==> src/design/rc5_pkg.sv <==
`timescale 1ns / 1ps
// ----------------------------------------------------------------------------
// rc5_pkg: shared types and constants for the RC5-32 encryption block
// Round count, key table geometry, command codes, controller state and the
// command bundle from the controller to the datapath.
// ----------------------------------------------------------------------------
package rc5_pkg;

	localparam int ROUND_COUNT = 12;
	localparam int KEY_WORDS   = 2 * ROUND_COUNT + 2;
	localparam int WORD_W      = 32;
	localparam int BLOCK_W     = 2 * WORD_W;
	localparam int ROT_W       = 5;
	localparam int KIDX_W      = 5;
	// round counter holds 0..ROUND_COUNT; it doubles as the key pair index
	localparam int RND_W       = $clog2(ROUND_COUNT + 1);
	localparam int KEY_AW      = RND_W + 1;

	typedef enum logic {
		CMD_KEY_WRITE = 1'b0,
		CMD_ENCRYPT   = 1'b1
	} rc5_op_t;

	typedef enum logic [1:0] {
		ST_IDLE,
		ST_LOAD,
		ST_ROUND
	} rc5_state_t;

	typedef struct packed {
		logic             key_write; // store key_word at key_index
		logic             capture;   // latch the plaintext block
		logic             load;      // A/B = block halves plus S[0], S[1]
		logic             round_en;  // advance A/B by one round
		logic             out_load;  // latch the ciphertext into the output register
		logic [RND_W-1:0] pair;      // key pair read for the next cycle
	} rc5_cmd_t;

endpackage

==> src/design/rc5_ifs.sv <==
`timescale 1ns / 1ps
// ----------------------------------------------------------------------------
// rc5_ifs: valid/ready channels of the RC5-32 encryption block
// Request channel carries key writes and plaintext blocks; response channel
// carries ciphertext blocks.
// ----------------------------------------------------------------------------
interface rc5_req_if;
	import rc5_pkg::*;

	logic              valid;
	logic              ready;
	logic              command;
	logic [KIDX_W-1:0] key_index;
	logic [WORD_W-1:0] key_word;
	logic [BLOCK_W-1:0] data_block;

	modport source (output valid, command, key_index, key_word, data_block, input ready);
	modport sink   (input valid, command, key_index, key_word, data_block, output ready);
endinterface

interface rc5_rsp_if;
	import rc5_pkg::*;

	logic               valid;
	logic               ready;
	logic [BLOCK_W-1:0] cipher_block;

	modport source (output valid, cipher_block, input ready);
	modport sink   (input valid, cipher_block, output ready);
endinterface

==> src/design/rc5_block_encrypt_top.sv <==
`timescale 1ns / 1ps
// ----------------------------------------------------------------------------
// rc5_block_encrypt_top: RC5-32/12 block encryption with a preloaded key table
// Key write transactions fill the expanded key table; encrypt transactions
// return one ciphertext block each.
// ----------------------------------------------------------------------------
//
// channel  dir  transaction payload
// -------  ---  -------------------------------------------------
// req      in   command, key_index, key_word, data_block
// rsp      out  cipher_block (A in bits 63..32, B in bits 31..0)
//
// A key write leaves the sequencer idle. An encrypt holds the request side
// until its last round: the accept cycle reads S[0]/S[1], the next cycle adds
// them to the block halves, then one round per cycle, bar a stall before the
// last, through the single round unit fed by the two registered key read ports.
// Reset clears the sequencer and the response valid flag; the key table holds
// garbage until written.
// A result waits in the output register while the next transaction is taken;
// the last round of the following encrypt holds until that register is free.
//
module rc5_block_encrypt_top import rc5_pkg::*; (
	input  logic       clk,
	input  logic       arst_n,
	rc5_req_if.sink    req,
	rc5_rsp_if.source  rsp
);

	rc5_cmd_t cmd;

	// sequencer: decode, round count, response valid
	rc5_ctrl u_ctrl (
		.clk         (clk),
		.arst_n      (arst_n),
		.req_valid   (req.valid),
		.req_command (req.command),
		.req_ready   (req.ready),
		.rsp_valid   (rsp.valid),
		.rsp_ready   (rsp.ready),
		.cmd         (cmd)
	);

	// key table, A/B round registers, ciphertext register
	rc5_datapath u_datapath (
		.clk          (clk),
		.cmd          (cmd),
		.key_index    (req.key_index),
		.key_word     (req.key_word),
		.data_block   (req.data_block),
		.cipher_block (rsp.cipher_block)
	);

endmodule

==> src/design/rc5_ctrl.sv <==
`timescale 1ns / 1ps
// ----------------------------------------------------------------------------
// rc5_ctrl: sequencer of the RC5-32 encryption block
// Decodes request transactions, steps the round counter and owns the
// response valid flag.
// ----------------------------------------------------------------------------
module rc5_ctrl import rc5_pkg::*; (
	input  logic     clk,
	input  logic     arst_n,
	input  logic     req_valid,
	input  logic     req_command,
	output logic     req_ready,
	output logic     rsp_valid,
	input  logic     rsp_ready,
	output rc5_cmd_t cmd
);

	rc5_state_t       state_q, state_d;
	logic [RND_W-1:0] round_q, round_d;
	logic             out_valid_q;
	logic             last;

	assign req_ready = (state_q == ST_IDLE);
	assign rsp_valid = out_valid_q;
	assign last      = (round_q == RND_W'(ROUND_COUNT));

	always_ff @(posedge clk or negedge arst_n) begin
		if (!arst_n) begin
			state_q     <= ST_IDLE;
			round_q     <= '0;
			out_valid_q <= 1'b0;
		end else begin
			state_q <= state_d;
			round_q <= round_d;
			if (cmd.out_load) begin
				out_valid_q <= 1'b1;
			end else if (rsp_ready) begin
				out_valid_q <= 1'b0;
			end
		end
	end

	always_comb begin
		state_d = state_q;
		round_d = round_q;
		cmd     = '0;
		case (state_q)
			ST_IDLE: begin
				if (req_valid) begin
					if (req_command == CMD_ENCRYPT) begin
						cmd.capture = 1'b1;
						state_d     = ST_LOAD;
					end else begin
						cmd.key_write = 1'b1;
					end
				end
			end
			ST_LOAD: begin
				cmd.load = 1'b1;
				cmd.pair = RND_W'(1);
				round_d  = RND_W'(1);
				state_d  = ST_ROUND;
			end
			ST_ROUND: begin
				if (!last) begin
					cmd.round_en = 1'b1;
					cmd.pair     = RND_W'(round_q + 1'b1);
					round_d      = RND_W'(round_q + 1'b1);
				end else begin
					// keep the last key pair on the read ports while the output stalls
					cmd.pair = round_q;
					if (!out_valid_q || rsp_ready) begin
						// final round only once the output register is free
						cmd.round_en = 1'b1;
						cmd.out_load = 1'b1;
						round_d      = '0;
						state_d      = ST_IDLE;
					end
				end
			end
			default: begin
				state_d = ST_IDLE;
			end
		endcase
	end

	a_capture_then_load: assert property (@(posedge clk) disable iff (!arst_n)
		cmd.capture |=> cmd.load)
		else $error("plaintext capture not followed by load");

	a_out_only_last: assert property (@(posedge clk) disable iff (!arst_n)
		cmd.out_load |-> (state_q == ST_ROUND) && last)
		else $error("ciphertext latched before the last round");

	a_no_overwrite: assert property (@(posedge clk) disable iff (!arst_n)
		cmd.out_load |-> (!out_valid_q || rsp_ready))
		else $error("pending ciphertext overwritten");

	a_round_range: assert property (@(posedge clk) disable iff (!arst_n)
		(state_q == ST_ROUND) |-> (round_q >= RND_W'(1)) && (round_q <= RND_W'(ROUND_COUNT)))
		else $error("round counter out of range");

endmodule

==> src/design/rc5_datapath.sv <==
`timescale 1ns / 1ps
// ----------------------------------------------------------------------------
// rc5_datapath: key table and round unit of the RC5-32 encryption block
// Key memory with one write and two registered reads, A/B registers with one
// full round per cycle when a round is enabled, and the ciphertext output register.
// ----------------------------------------------------------------------------
module rc5_datapath import rc5_pkg::*; (
	input  logic               clk,
	input  rc5_cmd_t           cmd,
	input  logic [KIDX_W-1:0]  key_index,
	input  logic [WORD_W-1:0]  key_word,
	input  logic [BLOCK_W-1:0] data_block,
	output logic [BLOCK_W-1:0] cipher_block
);

	logic [WORD_W-1:0]  key_mem [KEY_WORDS];
	logic [WORD_W-1:0]  key_even_q, key_odd_q;
	logic [BLOCK_W-1:0] blk_q;
	logic [WORD_W-1:0]  a_q, b_q;
	logic [BLOCK_W-1:0] cipher_q;
	logic [WORD_W-1:0]  a_n, b_n;
	logic               idx_ok;

	function automatic logic [WORD_W-1:0] rotl(input logic [WORD_W-1:0] v,
	                                           input logic [ROT_W-1:0] n);
		logic [BLOCK_W-1:0] d;
		d = {v, v} << n;
		return d[BLOCK_W-1:WORD_W];
	endfunction

	// writes beyond the table are dropped
	assign idx_ok = (int'(key_index) < KEY_WORDS);

	always_ff @(posedge clk) begin
		if (cmd.key_write && idx_ok) begin
			key_mem[KEY_AW'(key_index)] <= key_word;
		end
	end

	always_ff @(posedge clk) begin
		key_even_q <= key_mem[{cmd.pair, 1'b0}];
		key_odd_q  <= key_mem[{cmd.pair, 1'b1}];
	end

	assign a_n = rotl(a_q ^ b_q, b_q[ROT_W-1:0]) + key_even_q;
	assign b_n = rotl(b_q ^ a_n, a_n[ROT_W-1:0]) + key_odd_q;

	always_ff @(posedge clk) begin
		if (cmd.capture) begin
			blk_q <= data_block;
		end
		if (cmd.load) begin
			a_q <= blk_q[BLOCK_W-1:WORD_W] + key_even_q;
			b_q <= blk_q[WORD_W-1:0] + key_odd_q;
		end else if (cmd.round_en) begin
			a_q <= a_n;
			b_q <= b_n;
		end
		if (cmd.out_load) begin
			cipher_q <= {a_n, b_n};
		end
	end

	assign cipher_block = cipher_q;

endmodule
==> src/flat_wrapper.sv <==
// flat-port wrapper written by rule: the top's interface ports become plain ports
module rc5_block_encrypt_top_flat import rc5_pkg::*;
  (clk, arst_n, req_valid, req_command, req_key_index, req_key_word, req_data_block, req_ready, rsp_valid, rsp_cipher_block, rsp_ready);
  rc5_req_if req_i ();
  rc5_rsp_if rsp_i ();
  input  logic clk;
  input  logic arst_n;
  input wire logic [$bits(req_i.valid)-1:0] req_valid;
  input wire logic [$bits(req_i.command)-1:0] req_command;
  input wire logic [$bits(req_i.key_index)-1:0] req_key_index;
  input wire logic [$bits(req_i.key_word)-1:0] req_key_word;
  input wire logic [$bits(req_i.data_block)-1:0] req_data_block;
  output wire logic [$bits(req_i.ready)-1:0] req_ready;
  output wire logic [$bits(rsp_i.valid)-1:0] rsp_valid;
  output wire logic [$bits(rsp_i.cipher_block)-1:0] rsp_cipher_block;
  input wire logic [$bits(rsp_i.ready)-1:0] rsp_ready;
  assign req_i.valid = req_valid;
  assign req_i.command = req_command;
  assign req_i.key_index = req_key_index;
  assign req_i.key_word = req_key_word;
  assign req_i.data_block = req_data_block;
  assign req_ready = req_i.ready;
  assign rsp_valid = rsp_i.valid;
  assign rsp_cipher_block = rsp_i.cipher_block;
  assign rsp_i.ready = rsp_ready;
  rc5_block_encrypt_top u_core (.clk(clk), .arst_n(arst_n), .req(req_i), .rsp(rsp_i));
endmodule
==> config.mk <==
export PLATFORM = sky130hd
export DESIGN_NAME = rc5_block_encrypt_top_flat
export DESIGN_NICKNAME = d
export VERILOG_FILES = /design/src/design/rc5_pkg.sv /design/src/design/rc5_ifs.sv /design/src/design/rc5_block_encrypt_top.sv /design/src/design/rc5_ctrl.sv /design/src/design/rc5_datapath.sv /design/src/flat_wrapper.sv
export SDC_FILE = /design/constraint.sdc
export NUM_CORES = 2
export LEC_CHECK = 0
export CORE_ASPECT_RATIO = 0.6
export CORE_MARGIN = 2
export CORE_UTILIZATION = 45
export CTS_BUF_LIST = sky130_fd_sc_hd__clkbuf_4 sky130_fd_sc_hd__clkbuf_8 sky130_fd_sc_hd__clkbuf_16
export DETAILED_ROUTE_END_ITERATION = 7
export DONT_BUFFER_PORTS = 1
export PLACE_DENSITY_LB_ADDON = 0.1
export SYNTH_ARGS = -nofsm -noshare
export SYNTH_HDL_FRONTEND = slang
export SYNTH_HIERARCHICAL = 1
export SYNTH_SLANG_ARGS = --single-unit
==> constraint.sdc <==
create_clock -name clk -period 14.05 [get_ports clk]
set_clock_uncertainty 0.05 [all_clocks]
set_input_delay 1.405 -clock clk [delete_from_list [all_inputs] [get_ports clk]]
set_output_delay 1.405 -clock clk [all_outputs]
set_load 0.005 [all_outputs]
==> out/metrics.csv <==
stage,metric,value,unit
global_route,grt total ovfl,0,
logic_synthesis,count of different cell masters after synthesis,86,
global_route,pin count of the biggest net entering global routing,101,
floorplanning,Rows,95,
clocking,CTS Buffer Depth,3,
worst_setup_path,crit path capture type,register,
sta,Final Max Slew Viols,0,
logic_synthesis,ranking of synthesized cells by area,"edfxtp_1 61%, mux4_2 11%, ha_1 3.3%, mux2i_1 2.7%, dfxtp_1 2.5%",
logic_synthesis,Cells after Synth,3209,
sta,Fin Setup TNS,0,ns
worst_setup_path,Setup CP Type,register to register,
sta,worst-margin pin slew,1.389,ns
place,DP Wirelength,102000,µm
sta,Finish-stage setup viols,0,
floorplanning,Core Box Area,111700,µm²
logic_synthesis,Yosys top cell area share,60.79,%
worst_setup_path,most frequent CP cell,o21ai_0,
route,via count,29364,
floorplanning,Die X,436.8,µm
sta,RSZ-0062 raised after global routing,no,
clocking,CTS buffer count,101,
clocking,worst-skew pair later-pin latency,0.72,ns
sta,final-report hold violation count,0,
global_route,first-pass GRT wire length,213600,µm
floorplanning,Starting Density,45.27,%
floorplanning,Die Y,263.7,µm
sta,setup ws final,3.286,ns
clocking,Clock Root Buffer,clkbuf_16,
job,MaxCap Viol Count,0,
route,final WL,151400,µm
worst_setup_path,Worst R2R Setup Slack,3.29,ns
global_route,vias in the first global route,28303,
final_layout,layout cells sized above 1,18.28,%
floorplanning,boundary pin count,172,
global_route,total track usage,26.16,%
clocking,clk sink count,1095,
worst_setup_path,CP max stage delay,1.12,ns
clocking,"CTS clk-pin slew, worst paths",0.07,ns
route,Avg Vias per Cell,6.083,
worst_setup_path,crit path DAT,11.17,ns
sta,Fmax achieved,92.90,MHz
route,Detailed Routing Iterations Pass 1,7,
route,wire per inst,31.36,µm
logic_synthesis,number of flops mapped to enable cells by yosys,1024,
sta,period utilization,76.61,%
logic_synthesis,Avg Synthesized Cell Area,15.76,µm²
final_layout,Final #Nets,3470,
final_layout,final instance area,56130,µm²
clocking,TritonCTS clock tree,built,
logic_synthesis,most common cell in the netlist,edfxtp_1,
floorplanning,Die ar.,115200,µm²
worst_setup_path,critical path required time,14.46,ns
sta,Hold Worst Slack,0.3410,ns
place,DP Area,52670,µm²
logic_synthesis,"Async S/R FF share, synth",0.6393,%
clocking,Post-CTS Setup Bufs,0,
logic_synthesis,register area share after synthesis,63.67,%
logic_synthesis,syn_nets,3453,
clocking,post_cts resized,0,
clocking,CTS Hold Bufs,0,
logic_synthesis,Post-Syn Area,50580,µm²
logic_synthesis,synth warn,6,
route,1st-iter DRT viols,3492,
sta,worst rel slew slack,6.815,%
final_layout,synth-to-layout area growth,10.97,%
route,post-route ant nets,0,
logic_synthesis,"area leader, netlist",edfxtp_1,
clocking,H-tree levels,3,
logic_synthesis,Post-synth top flop,edfxtp_1,
hold_path,HP Class,input port to async pin,
worst_setup_path,CP Launch Type,register,
route,DR DRC count,0,
worst_setup_path,critical path's slowest cell,a211oi_1,
sta,fin crit period,10.76,ns
global_route,initial antenna violation count,10,
place,pre-CTS WS,3.753,ns
place,Port Buf Inserts,0,
logic_synthesis,#FFs+latches synth,1095,
outcome,outcome,completed,
logic_synthesis,"top cells by count, synth","1024 x edfxtp_1, 257 x mux4_2, 207 x a21oi_1, 180 x nor2_1, 155 x nand2_1",
place,global placement routability congestion,0.9275,
worst_setup_path,largest driver fanout on the critical path,29,
critical path, delay by kind of cell (launching register included):
kind                       cells  cell delay, ns
xor gates and xnor gates       1            0.27
buffers and inverters          3            1.19
muxes                          4            1.86
and+or+nand+nor                6            0.89
adders and majority gates      3            0.90
AOI/OAI and AO/OA             16            4.94
DFF                            1            0.37
routing by layer:
| metal | global-route usage (%) | share of wire, % |
|---|---|---|
| met5 | 0 | 0 |
| met4 | 4.240 | 1.5 |
| met3 | 4.089 | 7.6 |
| met2 | 36.47 | 42 |
| met1 | 43.42 | 49 |
final timing paths:
kind / startpoint / end / cells past startpoint
max in group asynchronous: arst_n / u_core/u_ctrl/round_q[1]$_DFFE_PN0P_ / 0
hold / removal: arst_n / u_core/u_ctrl/rsp_valid$_DFFE_PN0P_ / 0
min in group clk: u_core/u_ctrl/state_q[1]$_DFFE_PN0P_ / u_core/u_ctrl/state_q[1]$_DFFE_PN0P_ / 1
setup reg to reg: u_core/u_datapath/b_q[2]$_DFFE_PP_ / u_core/u_datapath/b_q[30]$_DFFE_PP_ / 33
setup / recovery: u_core/u_datapath/b_q[2]$_DFFE_PP_ / u_core/u_datapath/b_q[30]$_DFFE_PP_ / 33
hold reg to reg: u_core/u_ctrl/state_q[1]$_DFFE_PN0P_ / u_core/u_ctrl/state_q[1]$_DFFE_PN0P_ / 1
state kept, by name (all words and copies together) (netlist names):
register / cells
u_core/u_datapath/key_even_q: 32
u_core/u_datapath/b_q: 32
u_core/u_datapath/blk_q: 64
u_core/u_datapath/key_mem: 832
u_core/u_datapath/key_odd_q: 32
u_core/u_ctrl/state_q: 2
u_core/u_datapath/cipher_block: 64
u_core/u_ctrl/rsp_valid: 1
u_core/u_datapath/a_q: 32
u_core/u_ctrl/round_q: 4
area by class of cell:
class                      instances  area [µm²]
antenna                            9       22.52
clock buffer                     127        2771
clock inverter                    65       666.9
fill                            9236       55600
inverter                          63       239.0
multi-input combinational       1905       17880
sequential                      1095       32210
tap                             1503        1881
timing repair buffer              60       462.9
cells by family (layout without fill, tap and decap cells):
kind of cell	count (synthesis)	after routing	share of synthesized area [%]
compound gates	608	608	7.611
xor+xnor	175	175	3.401
fa+ha+maj	138	138	3.473
buf+inv	209	315	1.583
flops	1095	1095	63.67
mux	445	445	15.29
other cells	0	9	0
simple gates	539	539	4.967
stage by stage:
step,utilization (%),cells
after floorplan,-,3209
after global placement,47.14,4626
after detailed placement,47.14,4626
after CTS,50.22,4818
after global routing,50.22,4818
final,50.24,4827
placed cells by master, fill, tap and decap left out, drive strengths merged, types with 23 or more instances in the layout:
master | synthesis | layout
a211oi | 56 | 56
o21a | 24 | 24
xnor2 | 105 | 105
nor2 | 180 | 180
clkinv | 2 | 46
ha | 134 | 134
o21ai | 118 | 118
mux4 | 257 | 257
buf | 49 | 60
edfxtp | 1024 | 1024
xor2 | 57 | 57
inv | 61 | 67
mux2 | 53 | 53
mux2i | 135 | 135
nand3 | 23 | 23
nor2b | 57 | 57
clkbuf | 97 | 127
a21o | 71 | 71
nand2 | 155 | 155
nand2b | 29 | 29
a21oi | 208 | 208
dfxtp | 64 | 64
Power is left out: the tool's default activity adds up to more than one toggle a clock period on the data nets, which glitch-free logic cannot reach.
